[config.mk]
export PLATFORM = sky130hd
export DESIGN_NAME = four_channel_sound_generator_core
export DESIGN_NICKNAME = d
export VERILOG_FILES = /design/src/rtl/fcsg_pkg.sv /design/src/rtl/four_channel_sound_generator_core.sv
export SDC_FILE = /design/constraint.sdc
export NUM_CORES = 2
export LEC_CHECK = 0
export BUFFER_PORTS_ARGS = -buffer_cell sky130_fd_sc_hd__buf_4
export CORE_ASPECT_RATIO = 0.6
export CORE_MARGIN = 1
export CORE_UTILIZATION = 25
export DETAILED_ROUTE_END_ITERATION = 7
export GPL_ROUTABILITY_DRIVEN = 0
export PLACE_DENSITY_LB_ADDON = 0.1
export SLEW_MARGIN = 5
export SYNTH_ARGS = -nofsm -noshare
export SYNTH_HDL_FRONTEND = slang
export SYNTH_SLANG_ARGS = --single-unit
[constraint.sdc]
create_clock -name clk -period 9.2 [get_ports clk]
set_input_delay 2.76 -clock clk [delete_from_list [all_inputs] [get_ports clk]]
set_output_delay 2.76 -clock clk [all_outputs]
set_load 0.01 [all_outputs]
[src/rtl/fcsg_pkg.sv]
// Package: constants, codes and helper functions for the four-channel sound generator.
package fcsg_pkg;

	localparam int FRAME_TICKS  = 8192;
	localparam int SAMPLE_TICKS = 95;

	// Reciprocal for the per-sample average: q = (x * DIV_M) >> DIV_K is exact for 15-bit x
	localparam int DIV_K  = 22;
	localparam int DIV_MW = 23;
	localparam logic [DIV_MW-1:0] DIV_M = DIV_MW'((2**DIV_K + SAMPLE_TICKS - 1) / SAMPLE_TICKS);

	typedef enum logic [1:0] {
		KIND_TICK  = 2'd0,
		KIND_WRITE = 2'd1,
		KIND_READ  = 2'd2,
		KIND_NONE  = 2'd3
	} kind_t;

	// Bus addresses with a special meaning
	localparam logic [7:0] ADDR_CH1_HI = 8'h14;
	localparam logic [7:0] ADDR_CH2_HI = 8'h19;
	localparam logic [7:0] ADDR_CH3_HI = 8'h1E;
	localparam logic [7:0] ADDR_CH4_HI = 8'h23;
	localparam logic [7:0] ADDR_POWER  = 8'h26;
	localparam logic [3:0] ADDR_WAVE_PAGE = 4'h3;

	// Register file indexes
	localparam logic [4:0] REG_SWEEP      = 5'd0;
	localparam logic [4:0] REG_CH1_FLO    = 5'd3;
	localparam logic [4:0] REG_CH1_FHI    = 5'd4;
	localparam logic [4:0] REG_WAVE_ON    = 5'd9;
	localparam logic [4:0] REG_NOISE_POLY = 5'd16;
	localparam logic [4:0] REG_POWER      = 5'd20;
	localparam int NUM_REGS = 21;

	typedef struct packed {
		logic       hit;
		logic [4:0] idx;
	} reg_sel_t;

	// Map a bus address to a register file index
	function automatic reg_sel_t reg_index(input logic [7:0] a);
		reg_sel_t r;
		r.hit = 1'b1;
		r.idx = 5'd0;
		priority if (a >= 8'h10 && a <= 8'h14) r.idx = 5'(a - 8'h10);
		else if (a >= 8'h16 && a <= 8'h19) r.idx = 5'(a - 8'h16 + 8'd5);
		else if (a >= 8'h1A && a <= 8'h1E) r.idx = 5'(a - 8'h1A + 8'd9);
		else if (a >= 8'h20 && a <= 8'h23) r.idx = 5'(a - 8'h20 + 8'd14);
		else if (a >= 8'h24 && a <= 8'h26) r.idx = 5'(a - 8'h24 + 8'd18);
		else r.hit = 1'b0;
		return r;
	endfunction

	// Index of each channel's length register, the first of the four that a trigger reads
	function automatic logic [4:0] chan_base(input logic [1:0] c);
		logic [4:0] b;
		unique case (c)
			2'd0: b = 5'd1;
			2'd1: b = 5'd5;
			2'd2: b = 5'd10;
			default: b = 5'd14;
		endcase
		return b;
	endfunction

	// Pulse duty pattern: mask for the given duty code and step
	function automatic logic [7:0] duty_mask(input logic [1:0] duty, input logic [2:0] stp);
		logic [31:0] pat;
		logic [4:0]  i;
		pat = 32'b0111_1110_1110_0001_1000_0001_1000_0000;
		i   = {duty, stp};
		return pat[i] ? 8'hF0 : 8'h00;
	endfunction

endpackage

[src/rtl/four_channel_sound_generator_core.sv]
// Four-channel sound generator: register state, channel update and sample pipeline.
//
// Usage: each transaction on the input channel (in_valid/in_stall) carries
// kind, addr and wdata. kind selects a clock tick, a register write, a
// register read or no operation. Every input transaction yields exactly one output
// transaction (out_valid/out_stall) carrying rdata, sample_ready and sample.
// Register state is updated in the cycle the input transaction is taken;
// the result then runs through three registered stages (capture, averaging
// multiply, final add) before out_valid rises and the result can be taken.
// One transaction is accepted per cycle while in_stall is low; the rate rests
// on all four channels being updated in the cycle a transaction is taken.
// A stall on the output holds the output register and fills the stages
// behind it one at a time; in_stall rises only when all three are full.
// Reset (arst_n low) clears registers, wave RAM, channel state and the
// pipeline valid flags (not the pipeline data); the frame countdown restarts
// at its full value and the frame step at seven.
module four_channel_sound_generator_core
	import fcsg_pkg::*;
(
	input  logic       clk,
	input  logic       arst_n,
	input  logic       in_valid,
	output logic       in_stall,
	input  logic [1:0] kind,
	input  logic [7:0] addr,
	input  logic [7:0] wdata,
	output logic       out_valid,
	input  logic       out_stall,
	output logic [7:0] rdata,
	output logic       sample_ready,
	output logic [9:0] sample
);

	// Architectural state
	logic [7:0]  regs_q [NUM_REGS];
	logic [7:0]  wave_q [16];
	logic [3:0]  chan_on_q;
	logic [8:0]  len_q [4];
	logic [3:0]  len_gate_q;
	logic [22:0] pcnt_q [4];
	logic [22:0] prel_q [4];
	logic [4:0]  step_q [4];
	logic [3:0]  env_per_q [4];
	logic [3:0]  env_rise_q;
	logic [3:0]  env_cnt_q [4];
	logic [3:0]  level_q [4];
	logic [3:0]  swp_per_q, swp_cnt_q;
	logic [11:0] swp_freq_q;
	logic        swp_act_q;
	logic [15:0] noise_q;
	logic [13:0] frame_cnt_q;
	logic [2:0]  frame_step_q;
	logic [14:0] mix_q [4];
	logic [6:0]  smp_cnt_q;

	// Next-state values
	logic [7:0]  regs_d [NUM_REGS];
	logic [7:0]  wave_d [16];
	logic [3:0]  chan_on_d;
	logic [8:0]  len_d [4];
	logic [3:0]  len_gate_d;
	logic [22:0] pcnt_d [4];
	logic [22:0] prel_d [4];
	logic [4:0]  step_d [4];
	logic [3:0]  env_per_d [4];
	logic [3:0]  env_rise_d;
	logic [3:0]  env_cnt_d [4];
	logic [3:0]  level_d [4];
	logic [3:0]  swp_per_d, swp_cnt_d;
	logic [11:0] swp_freq_d;
	logic        swp_act_d;
	logic [15:0] noise_d;
	logic [13:0] frame_cnt_d;
	logic [2:0]  frame_step_d;
	logic [14:0] mix_d [4];
	logic [6:0]  smp_cnt_d;

	// Per-transaction results and temporaries
	logic [7:0]  res_rdata;
	logic        res_ready;
	logic [14:0] res_mix [4];
	logic [11:0] delta;
	logic [12:0] nf;
	logic [11:0] span;
	logic [7:0]  add, wbyte;
	logic        nv;
	logic        trig;
	logic [1:0]  tc;
	logic [4:0]  tb;
	logic [7:0]  x1, x2, x3, x4;
	logic [10:0] fq;
	logic [6:0]  nr;
	reg_sel_t    rsel;

	// Pipeline
	logic        s1_valid, s2_valid;
	logic        ld1, ld2, ld3, in_acc;
	logic [7:0]  rdata_s1, rdata_s2;
	logic        ready_s1, ready_s2;
	logic [14:0] mix_s1 [4];
	logic [14:0] quo_s2 [4];

	assign ld3      = !out_valid || !out_stall;
	assign ld2      = !s2_valid || ld3;
	assign ld1      = !s1_valid || ld2;
	assign in_stall = !ld1;
	assign in_acc   = in_valid && !in_stall;

	// Compute the state after one transaction
	always_comb begin
		regs_d = regs_q; wave_d = wave_q; chan_on_d = chan_on_q; len_d = len_q;
		len_gate_d = len_gate_q; pcnt_d = pcnt_q; prel_d = prel_q; step_d = step_q;
		env_per_d = env_per_q; env_rise_d = env_rise_q; env_cnt_d = env_cnt_q;
		level_d = level_q; swp_per_d = swp_per_q; swp_cnt_d = swp_cnt_q;
		swp_freq_d = swp_freq_q; swp_act_d = swp_act_q; noise_d = noise_q;
		frame_cnt_d = frame_cnt_q; frame_step_d = frame_step_q; mix_d = mix_q;
		smp_cnt_d = smp_cnt_q;
		res_rdata = 8'h00; res_ready = 1'b0; res_mix = mix_q;
		delta = '0; nf = '0; span = '0; add = '0; wbyte = '0; nv = 1'b0;
		trig = 1'b0; tc = 2'd0; tb = '0; x1 = '0; x2 = '0; x3 = '0; x4 = '0;
		fq = '0; nr = '0;
		rsel = reg_index(addr);
		if (in_acc) begin
			unique case (kind_t'(kind))
				KIND_TICK: begin
					// Frame sequencer
					frame_cnt_d = 14'(frame_cnt_q - 14'd1);
					if (frame_cnt_d == 14'd0) begin
						frame_cnt_d  = 14'(FRAME_TICKS);
						frame_step_d = 3'(frame_step_q + 3'd1);
						if (!frame_step_d[0]) begin
							for (int i = 0; i < 4; i++) begin
								if (chan_on_d[i] && len_gate_d[i]) begin
									len_d[i] = 9'(len_d[i] - 9'd1);
									if (len_d[i] == 9'd0) chan_on_d[i] = 1'b0;
								end
							end
						end
						if (frame_step_d[1:0] == 2'd2 && swp_act_q) begin
							if (swp_cnt_q > 4'd1) begin
								swp_cnt_d = 4'(swp_cnt_q - 4'd1);
							end else begin
								swp_cnt_d = swp_per_q;
								delta = swp_freq_q >> regs_q[REG_SWEEP][2:0];
								if (regs_q[REG_SWEEP][3]) nf = {1'b0, swp_freq_q} - {1'b0, delta};
								else nf = {1'b0, swp_freq_q} + {1'b0, delta};
								if (nf > 13'd2047) begin
									swp_freq_d   = nf[12] ? 12'hFFF : nf[11:0];
									chan_on_d[0] = 1'b0;
								end else begin
									swp_freq_d = nf[11:0];
									regs_d[REG_CH1_FLO] = nf[7:0];
									regs_d[REG_CH1_FHI] = {regs_q[REG_CH1_FHI][7:3], nf[10:8]};
									span = 12'(12'd2048 - nf[11:0]);
									prel_d[0] = {9'd0, span, 2'b00};
								end
							end
						end
						if (frame_step_d == 3'd7) begin
							for (int i = 0; i < 4; i++) begin
								if (i != 2 && env_cnt_q[i] != 4'd0) begin
									env_cnt_d[i] = 4'(env_cnt_q[i] - 4'd1);
									if (env_cnt_d[i] == 4'd0) begin
										env_cnt_d[i] = env_per_q[i];
										if (env_rise_q[i]) begin
											if (level_q[i] < 4'd15) level_d[i] = 4'(level_q[i] + 4'd1);
										end else begin
											if (level_q[i] > 4'd0) level_d[i] = 4'(level_q[i] - 4'd1);
										end
									end
								end
							end
						end
					end
					// Period timers and accumulators
					for (int i = 0; i < 4; i++) begin
						if (chan_on_d[i]) begin
							if (pcnt_q[i] <= 23'd1) begin
								pcnt_d[i] = prel_d[i];
								if (i == 2) step_d[i] = 5'(step_q[i] + 5'd1);
								else if (i == 3) begin
									nv = noise_q[0] ^ noise_q[1];
									noise_d = {nv, noise_q[15:1]};
									if (regs_q[REG_NOISE_POLY][3]) noise_d[6] = nv;
								end else step_d[i] = {2'b00, 3'(step_q[i][2:0] + 3'd1)};
							end else begin
								pcnt_d[i] = 23'(pcnt_q[i] - 23'd1);
							end
							if (i == 2) begin
								wbyte = wave_q[step_d[2][4:1]];
								add = step_d[2][0] ? {wbyte[7:4], 4'h0} : {wbyte[3:0], 4'h0};
							end else if (i == 3) begin
								add = noise_d[0] ? 8'h00 : {level_d[3], 4'h0};
							end else begin
								add = duty_mask(regs_q[chan_base(2'(i))][7:6], step_d[i][2:0])
									& {level_d[i], 4'h0};
							end
							mix_d[i] = 15'(mix_q[i] + {7'd0, add});
						end
					end
					// Close the sample window
					smp_cnt_d = 7'(smp_cnt_q + 7'd1);
					if (smp_cnt_d >= 7'(SAMPLE_TICKS)) begin
						smp_cnt_d = 7'd0;
						res_ready = 1'b1;
						res_mix   = mix_d;
						for (int i = 0; i < 4; i++) mix_d[i] = 15'd0;
					end
				end
				KIND_WRITE: begin
					if (addr[7:4] == ADDR_WAVE_PAGE) begin
						wave_d[addr[3:0]] = wdata;
					end else if (addr == ADDR_POWER) begin
						regs_d[REG_POWER] = wdata;
						if (!wdata[7]) chan_on_d = 4'd0;
					end else if (regs_q[REG_POWER][7] && rsel.hit) begin
						regs_d[rsel.idx] = wdata;
						if (wdata[7]) begin
							trig = 1'b1;
							priority case (addr)
								ADDR_CH1_HI: tc = 2'd0;
								ADDR_CH2_HI: tc = 2'd1;
								ADDR_CH3_HI: tc = 2'd2;
								ADDR_CH4_HI: tc = 2'd3;
								default: trig = 1'b0;
							endcase
						end
					end
					// Trigger a channel
					tb = chan_base(tc);
					x1 = regs_d[tb];
					x2 = regs_d[5'(tb + 5'd1)];
					x3 = regs_d[5'(tb + 5'd2)];
					x4 = regs_d[5'(tb + 5'd3)];
					fq = {x4[2:0], x3};
					if (trig && !(tc == 2'd2 && !regs_d[REG_WAVE_ON][7])) begin
						chan_on_d[tc]  = 1'b1;
						len_gate_d[tc] = x4[6];
						len_d[tc] = (tc == 2'd2) ? 9'(9'd256 - {1'b0, x1})
							: 9'(9'd64 - {3'd0, x1[5:0]});
						step_d[tc]     = 5'd0;
						level_d[tc]    = x2[7:4];
						env_rise_d[tc] = x2[3];
						env_per_d[tc]  = (x2[2:0] != 3'd0) ? {1'b0, x2[2:0]} : 4'd8;
						env_cnt_d[tc]  = env_per_d[tc];
						span = 12'(12'd2048 - {1'b0, fq});
						if (tc == 2'd3) begin
							nr = (x3[2:0] != 3'd0) ? {x3[2:0], 4'h0} : 7'd8;
							noise_d = 16'h7FFF;
							prel_d[3] = 23'({16'd0, nr} << ({1'b0, x3[7:4]} + 5'd1));
						end else if (tc == 2'd2) begin
							prel_d[2] = {10'd0, span, 1'b0};
						end else begin
							prel_d[tc] = {9'd0, span, 2'b00};
						end
						pcnt_d[tc] = prel_d[tc];
						if (tc == 2'd0) begin
							swp_freq_d = {1'b0, fq};
							swp_per_d  = (regs_d[REG_SWEEP][6:4] != 3'd0)
								? {1'b0, regs_d[REG_SWEEP][6:4]} : 4'd8;
							swp_cnt_d  = swp_per_d;
							swp_act_d  = |regs_d[REG_SWEEP][6:4];
						end
					end
				end
				KIND_READ: begin
					if (addr[7:4] == ADDR_WAVE_PAGE) res_rdata = wave_q[addr[3:0]];
					else if (addr == ADDR_POWER) res_rdata = {regs_q[REG_POWER][7], 3'd0, chan_on_q};
					else if (rsel.hit) res_rdata = regs_q[rsel.idx];
					else res_rdata = 8'hFF;
				end
				default: ;
			endcase
		end
	end

	// State registers
	always_ff @(posedge clk or negedge arst_n) begin
		if (!arst_n) begin
			for (int i = 0; i < NUM_REGS; i++) regs_q[i] <= 8'd0;
			for (int i = 0; i < 16; i++) wave_q[i] <= 8'd0;
			for (int i = 0; i < 4; i++) begin
				len_q[i] <= '0; pcnt_q[i] <= '0; prel_q[i] <= '0; step_q[i] <= '0;
				env_per_q[i] <= '0; env_cnt_q[i] <= '0; level_q[i] <= '0; mix_q[i] <= '0;
			end
			chan_on_q <= '0; len_gate_q <= '0; env_rise_q <= '0;
			swp_per_q <= '0; swp_cnt_q <= '0; swp_freq_q <= '0; swp_act_q <= 1'b0;
			noise_q <= '0; frame_cnt_q <= 14'(FRAME_TICKS); frame_step_q <= 3'd7;
			smp_cnt_q <= '0;
		end else begin
			regs_q <= regs_d; wave_q <= wave_d; chan_on_q <= chan_on_d; len_q <= len_d;
			len_gate_q <= len_gate_d; pcnt_q <= pcnt_d; prel_q <= prel_d; step_q <= step_d;
			env_per_q <= env_per_d; env_rise_q <= env_rise_d; env_cnt_q <= env_cnt_d;
			level_q <= level_d; swp_per_q <= swp_per_d; swp_cnt_q <= swp_cnt_d;
			swp_freq_q <= swp_freq_d; swp_act_q <= swp_act_d; noise_q <= noise_d;
			frame_cnt_q <= frame_cnt_d; frame_step_q <= frame_step_d; mix_q <= mix_d;
			smp_cnt_q <= smp_cnt_d;
		end
	end

	// Pipeline valid flags
	always_ff @(posedge clk or negedge arst_n) begin
		if (!arst_n) begin
			s1_valid  <= 1'b0;
			s2_valid  <= 1'b0;
			out_valid <= 1'b0;
		end else begin
			if (ld1) s1_valid  <= in_acc;
			if (ld2) s2_valid  <= s1_valid;
			if (ld3) out_valid <= s2_valid;
		end
	end

	// Capture, average and sum the channel totals
	always_ff @(posedge clk) begin
		if (ld1) begin
			rdata_s1 <= res_rdata;
			ready_s1 <= res_ready;
			for (int i = 0; i < 4; i++) mix_s1[i] <= res_ready ? res_mix[i] : 15'd0;
		end
		if (ld2) begin
			rdata_s2 <= rdata_s1;
			ready_s2 <= ready_s1;
			for (int i = 0; i < 4; i++)
				quo_s2[i] <= 15'(({{DIV_MW{1'b0}}, mix_s1[i]} * {15'd0, DIV_M}) >> DIV_K);
		end
		if (ld3) begin
			rdata        <= rdata_s2;
			sample_ready <= ready_s2;
			sample       <= 10'(17'({2'b0, quo_s2[0]} + {2'b0, quo_s2[1]})
				+ 17'({2'b0, quo_s2[2]} + {2'b0, quo_s2[3]}));
		end
	end

`ifndef SYNTHESIS
	a_ready_no_rdata: assert property (@(posedge clk) disable iff (!arst_n)
		out_valid && sample_ready |-> rdata == 8'd0)
		else $error("sample transaction carries read data");
	a_sample_zero: assert property (@(posedge clk) disable iff (!arst_n)
		out_valid && !sample_ready |-> sample == 10'd0)
		else $error("sample value without sample_ready");
	a_power_off: assert property (@(posedge clk) disable iff (!arst_n)
		in_acc && kind == KIND_WRITE && addr == ADDR_POWER && !wdata[7] |=> chan_on_q == 4'd0)
		else $error("channels still on after power off");
	a_no_overrun: assert property (@(posedge clk) disable iff (!arst_n)
		s1_valid && !ld2 |-> in_stall)
		else $error("input taken while capture stage is held");
`endif

endmodule
==> impl_results.md <==
- Worst-case reg-to-reg path depth: 27
- Clock tree from TritonCTS: yes
- Slowest cell on the critical path: sky130_fd_sc_hd__o21ai_0
- Number of antenna violations at the first check in global routing: 30
- Site Rows: 145
- Total congestion overflow: 0
- Leakage power: 34.8 nW
- R2r setup slk: 1.21 ns
- Utilization of the core after routing: 29.4%
- Die Height: 400 um
- Startpoint of the lowest-slack hold path: rdata_s1[2]
- Max-capacitance violation count: 0
- Result of the run: finished with violations
- Cell variety after synth: 108
- DRC violation count after routing: 35
- Achievable frequency: 0.111 GHz
- Per-cell via count in the routed design: 5.39
- Time the final worst path needs with I/O delays and setup: 9.04 ns
- Average cell area after synthesis: 9.29 sq um
- Endpoint arrival time on the critical path: 9.66 ns
- Global-route wire length before repair: 436 mm
- Number of flops mapped to enable cells by yosys: 117
- Normalized max-slew margin: 6.32%
- Layout cell share with drive strength beyond 1: 15.8%
- Routed Wire Length: 309 mm
- Gates resized, CTS repair: 0
- Leading cell types in the layout, fill and taps excluded: sky130_fd_sc_hd__dfrtp_1 (682), sky130_fd_sc_hd__nand2_1 (668), sky130_fd_sc_hd__inv_1 (586), sky130_fd_sc_hd__ha_1 (541), sky130_fd_sc_hd__buf_4 (527)
- Clock transition at the registers of the reported paths: 0.07 ns
- Design Area, Final: 76700 sq um
- Number of non-filler instances in the completed layout: 10900
- Post-CTS Setup Inserts: 0
- Residual antenna-violating net count after detailed routing: 0
- Asr flop ratio synth: 85.4%
- Largest net degree at the start of global routing: 136
- Clock insertion delay at the later pin of the skew report: 0.76 ns
- Iter 0 DRT Violations: 7519
- Core region area: 261000 sq um
- Required time of the worst setup path: 9.82 ns
- Most prevalent standard cell on the critical path: sky130_fd_sc_hd__buf_4
- Post-detail-place hpwl: 241 mm
- CP peak stage delay: 0.73 ns
- Num Clock Sinks: 803
- Top_reg_cell synth: sky130_fd_sc_hd__dfrtp_1
- Boundary Pins: 43
- Final slew viol count: 0
- Overall die width: 665 um
- Area of placed instances: 73500 sq um
- Setup repair after global routing missed its margin: no
- Worst IR Drop VDD: 0.201 mV
- Full die area: 266000 sq um
- Synthesized netlist cell count: 7085
- Violations in the final reports: DRC
- Total clock buffers created by CTS: 94
- Clock root cell: sky130_fd_sc_hd__clkbuf_16
- Hold_buf cts: 0
- R2r endpoint: pcnt_q[90]
- Biggest area contributors in the synthesized netlist: sky130_fd_sc_hd__dfrtp_1 (26%), sky130_fd_sc_hd__ha_1 (10%), sky130_fd_sc_hd__fa_1 (8.6%)
- Final layout net count: 8245
- Endpoint, Worst Hold: rdata_s2[2]
- Area share of the leading cell type in the synthesized netlist: 25.9%
- Number of I/O port buffers: 42
- Crit path capture type: flip-flop
- Hold crit path type: flip-flop to flip-flop
- Average wire per standard cell: 28.3 um
- Count of state elements after synthesis: 803
- Syn-to-layout area delta: 16.5%
- Largest clock skew in the final design: 0.0576 ns
- Cell type contributing the most total cell area after synthesis: sky130_fd_sc_hd__dfrtp_1
- Post-route fraction of the period consumed by the critical path: 98.2%
- Hold Path Depth: 0
- Total power per unit cell area: 205 nW/um^2
- Startpoint-to-endpoint class of the critical path: primary input to flip-flop
- Synth warn: 0
- Overall track demand over capacity in global routing: 22.8%
- Bufs on Longest Clock Path: 3
- H-tree Lvls: 3
- Worst R2R Start: regs_q[160]
- Starting Density: 25.2%
- Hold Violations, Final: 0
- Number of global-route vias before repair: 56000
- Final setup violating endpoints: 0
- Placed insts: 10800
- Commonest non-fill, non-tap cell in the layout: sky130_fd_sc_hd__dfrtp_1
- Measured slew at the worst slew-check pin: 1.39 ns
- Number of optimization iterations in the first detailed-route pass: 8
- Vias post-DR: 58900
- Sequential area share after synthesis: 31.4%
- Startpoint class of the critical path: primary input
- Synth Cell Area: 65800 sq um
- CP max FO: 12
[Yosys cell counts (37+ instances only)]
master                     instances
sky130_fd_sc_hd__nand2_1         670
sky130_fd_sc_hd__a22oi_1          51
sky130_fd_sc_hd__and3_1           59
sky130_fd_sc_hd__xor2_1           66
sky130_fd_sc_hd__inv_1           588
sky130_fd_sc_hd__a21oi_1         494
sky130_fd_sc_hd__edfxtp_1        117
sky130_fd_sc_hd__ha_1            544
sky130_fd_sc_hd__nand2b_1         39
sky130_fd_sc_hd__dfrtp_1         682
sky130_fd_sc_hd__nor2_1          523
sky130_fd_sc_hd__o21ai_0         444
sky130_fd_sc_hd__nor2b_1          74
sky130_fd_sc_hd__a31oi_1          74
sky130_fd_sc_hd__o22ai_1          99
sky130_fd_sc_hd__clkbuf_1        320
sky130_fd_sc_hd__a221oi_1         53
sky130_fd_sc_hd__nor4_1           53
sky130_fd_sc_hd__o221ai_1         43
sky130_fd_sc_hd__nor3_1          175
sky130_fd_sc_hd__a21o_1           68
sky130_fd_sc_hd__a211oi_1         65
sky130_fd_sc_hd__o21a_1           39
sky130_fd_sc_hd__xnor2_1         146
sky130_fd_sc_hd__mux2_2          287
sky130_fd_sc_hd__and2_1           37
sky130_fd_sc_hd__nand4_1          38
sky130_fd_sc_hd__nand3_1         154
sky130_fd_sc_hd__or3_1            42
sky130_fd_sc_hd__mux4_2           81
sky130_fd_sc_hd__fa_1            282
sky130_fd_sc_hd__mux2i_1         127
[critical path, delay by kind of cell]
family,cells,cell delay [ns]
adders and majority gates,1,0.25
xor gates and xnor gates,1,0.19
and+or+nand+nor,7,1.61
buffers and inverters,10,1.62
AOI/OAI and AO/OA,11,3.22
[through the flow]
stage	setup slack (ns)	hold WS (ns)	TNS, ns	total power, mW
2_1_floorplan	-0.00999	0.400	-0.00999	8.68
3_3_place_gp	-0.189	0.408	-0.521	11.6
3_5_place_dp	-0.200	0.406	-0.543	11.6
4_1_cts	0.553	0.421	0	15.8
5_1_grt	0.157	0.422	0	16.7
6_report	0.163	0.418	0	15.7
[how the worst max path moves through the flow]
stage,from,end,depth (start not counted)
after global placement,addr[4],pcnt_q[27],30
after CTS,addr[5],pcnt_q[27],30
after detailed placement,addr[5],pcnt_q[27],30
after global routing,addr[5],pcnt_q[27],30
final,addr[5],pcnt_q[27],30
after floorplan,addr[5],pcnt_q[79],34
[registers in the layout, summed over array words and instances (netlist names), 7 cells and up]
register     count
wave_q         128
rdata_s2         8
regs_q         168
prel_q          92
pcnt_q          92
quo_s2          36
mix_q           44
rdata_s1         8
step_q          11
noise_q         16
env_per_q       16
sample          10
rdata            8
frame_cnt_q     14
level_q         12
swp_freq_q      12
env_cnt_q       12
len_q           36
mix_s1          44
smp_cnt_q        7
[cells by family after synthesis]
group                    count (synthesis)  share of synthesized area [%]
multiplexers                           497                           9.64
AO/OA/AOI/OAI                         1827                           17.9
adder cells (fa/ha/maj)                826                           18.9
AND/OR/NAND/NOR                       1958                           13.8
buffers and inverters                  958                           5.50
other                                    2                         0.0114
flip-flops                             803                           31.4
XOR/XNOR                               214                           2.89
[where the power goes]
group	switching [mW]	leakage (nW)	internal, mW	total (mW)
Sequential	0.441	10.5	4.00	4.44
Clock	1.78	1.55	2.24	4.02
Combinational	4.41	22.8	2.85	7.26
[final cells by class]
class | instances | area (sq um)
inverters | 590 | 2220
clock inverters | 46 | 508
well taps | 3454 | 4320
clock buffers | 127 | 2690
fillers | 27500 | 184000
diodes | 10 | 25.0
repair buffers | 542 | 4250
multi-input cells | 5366 | 42000
flip-flops and latches | 803 | 20700
[routing by layer]
layer  part of all wire (%)  routed length [um]  vias up  GRT usage [%]
li1                       -                   -    26100              -
met1                     53              165000    29700           37.8
met2                     32              100000     2787           25.5
met3                     12               38200      356           9.27
met4                    1.8                5520       20           3.70
met5                   0.15                 465        -           1.32
Note: power is estimated with default switching activity, not from simulation.
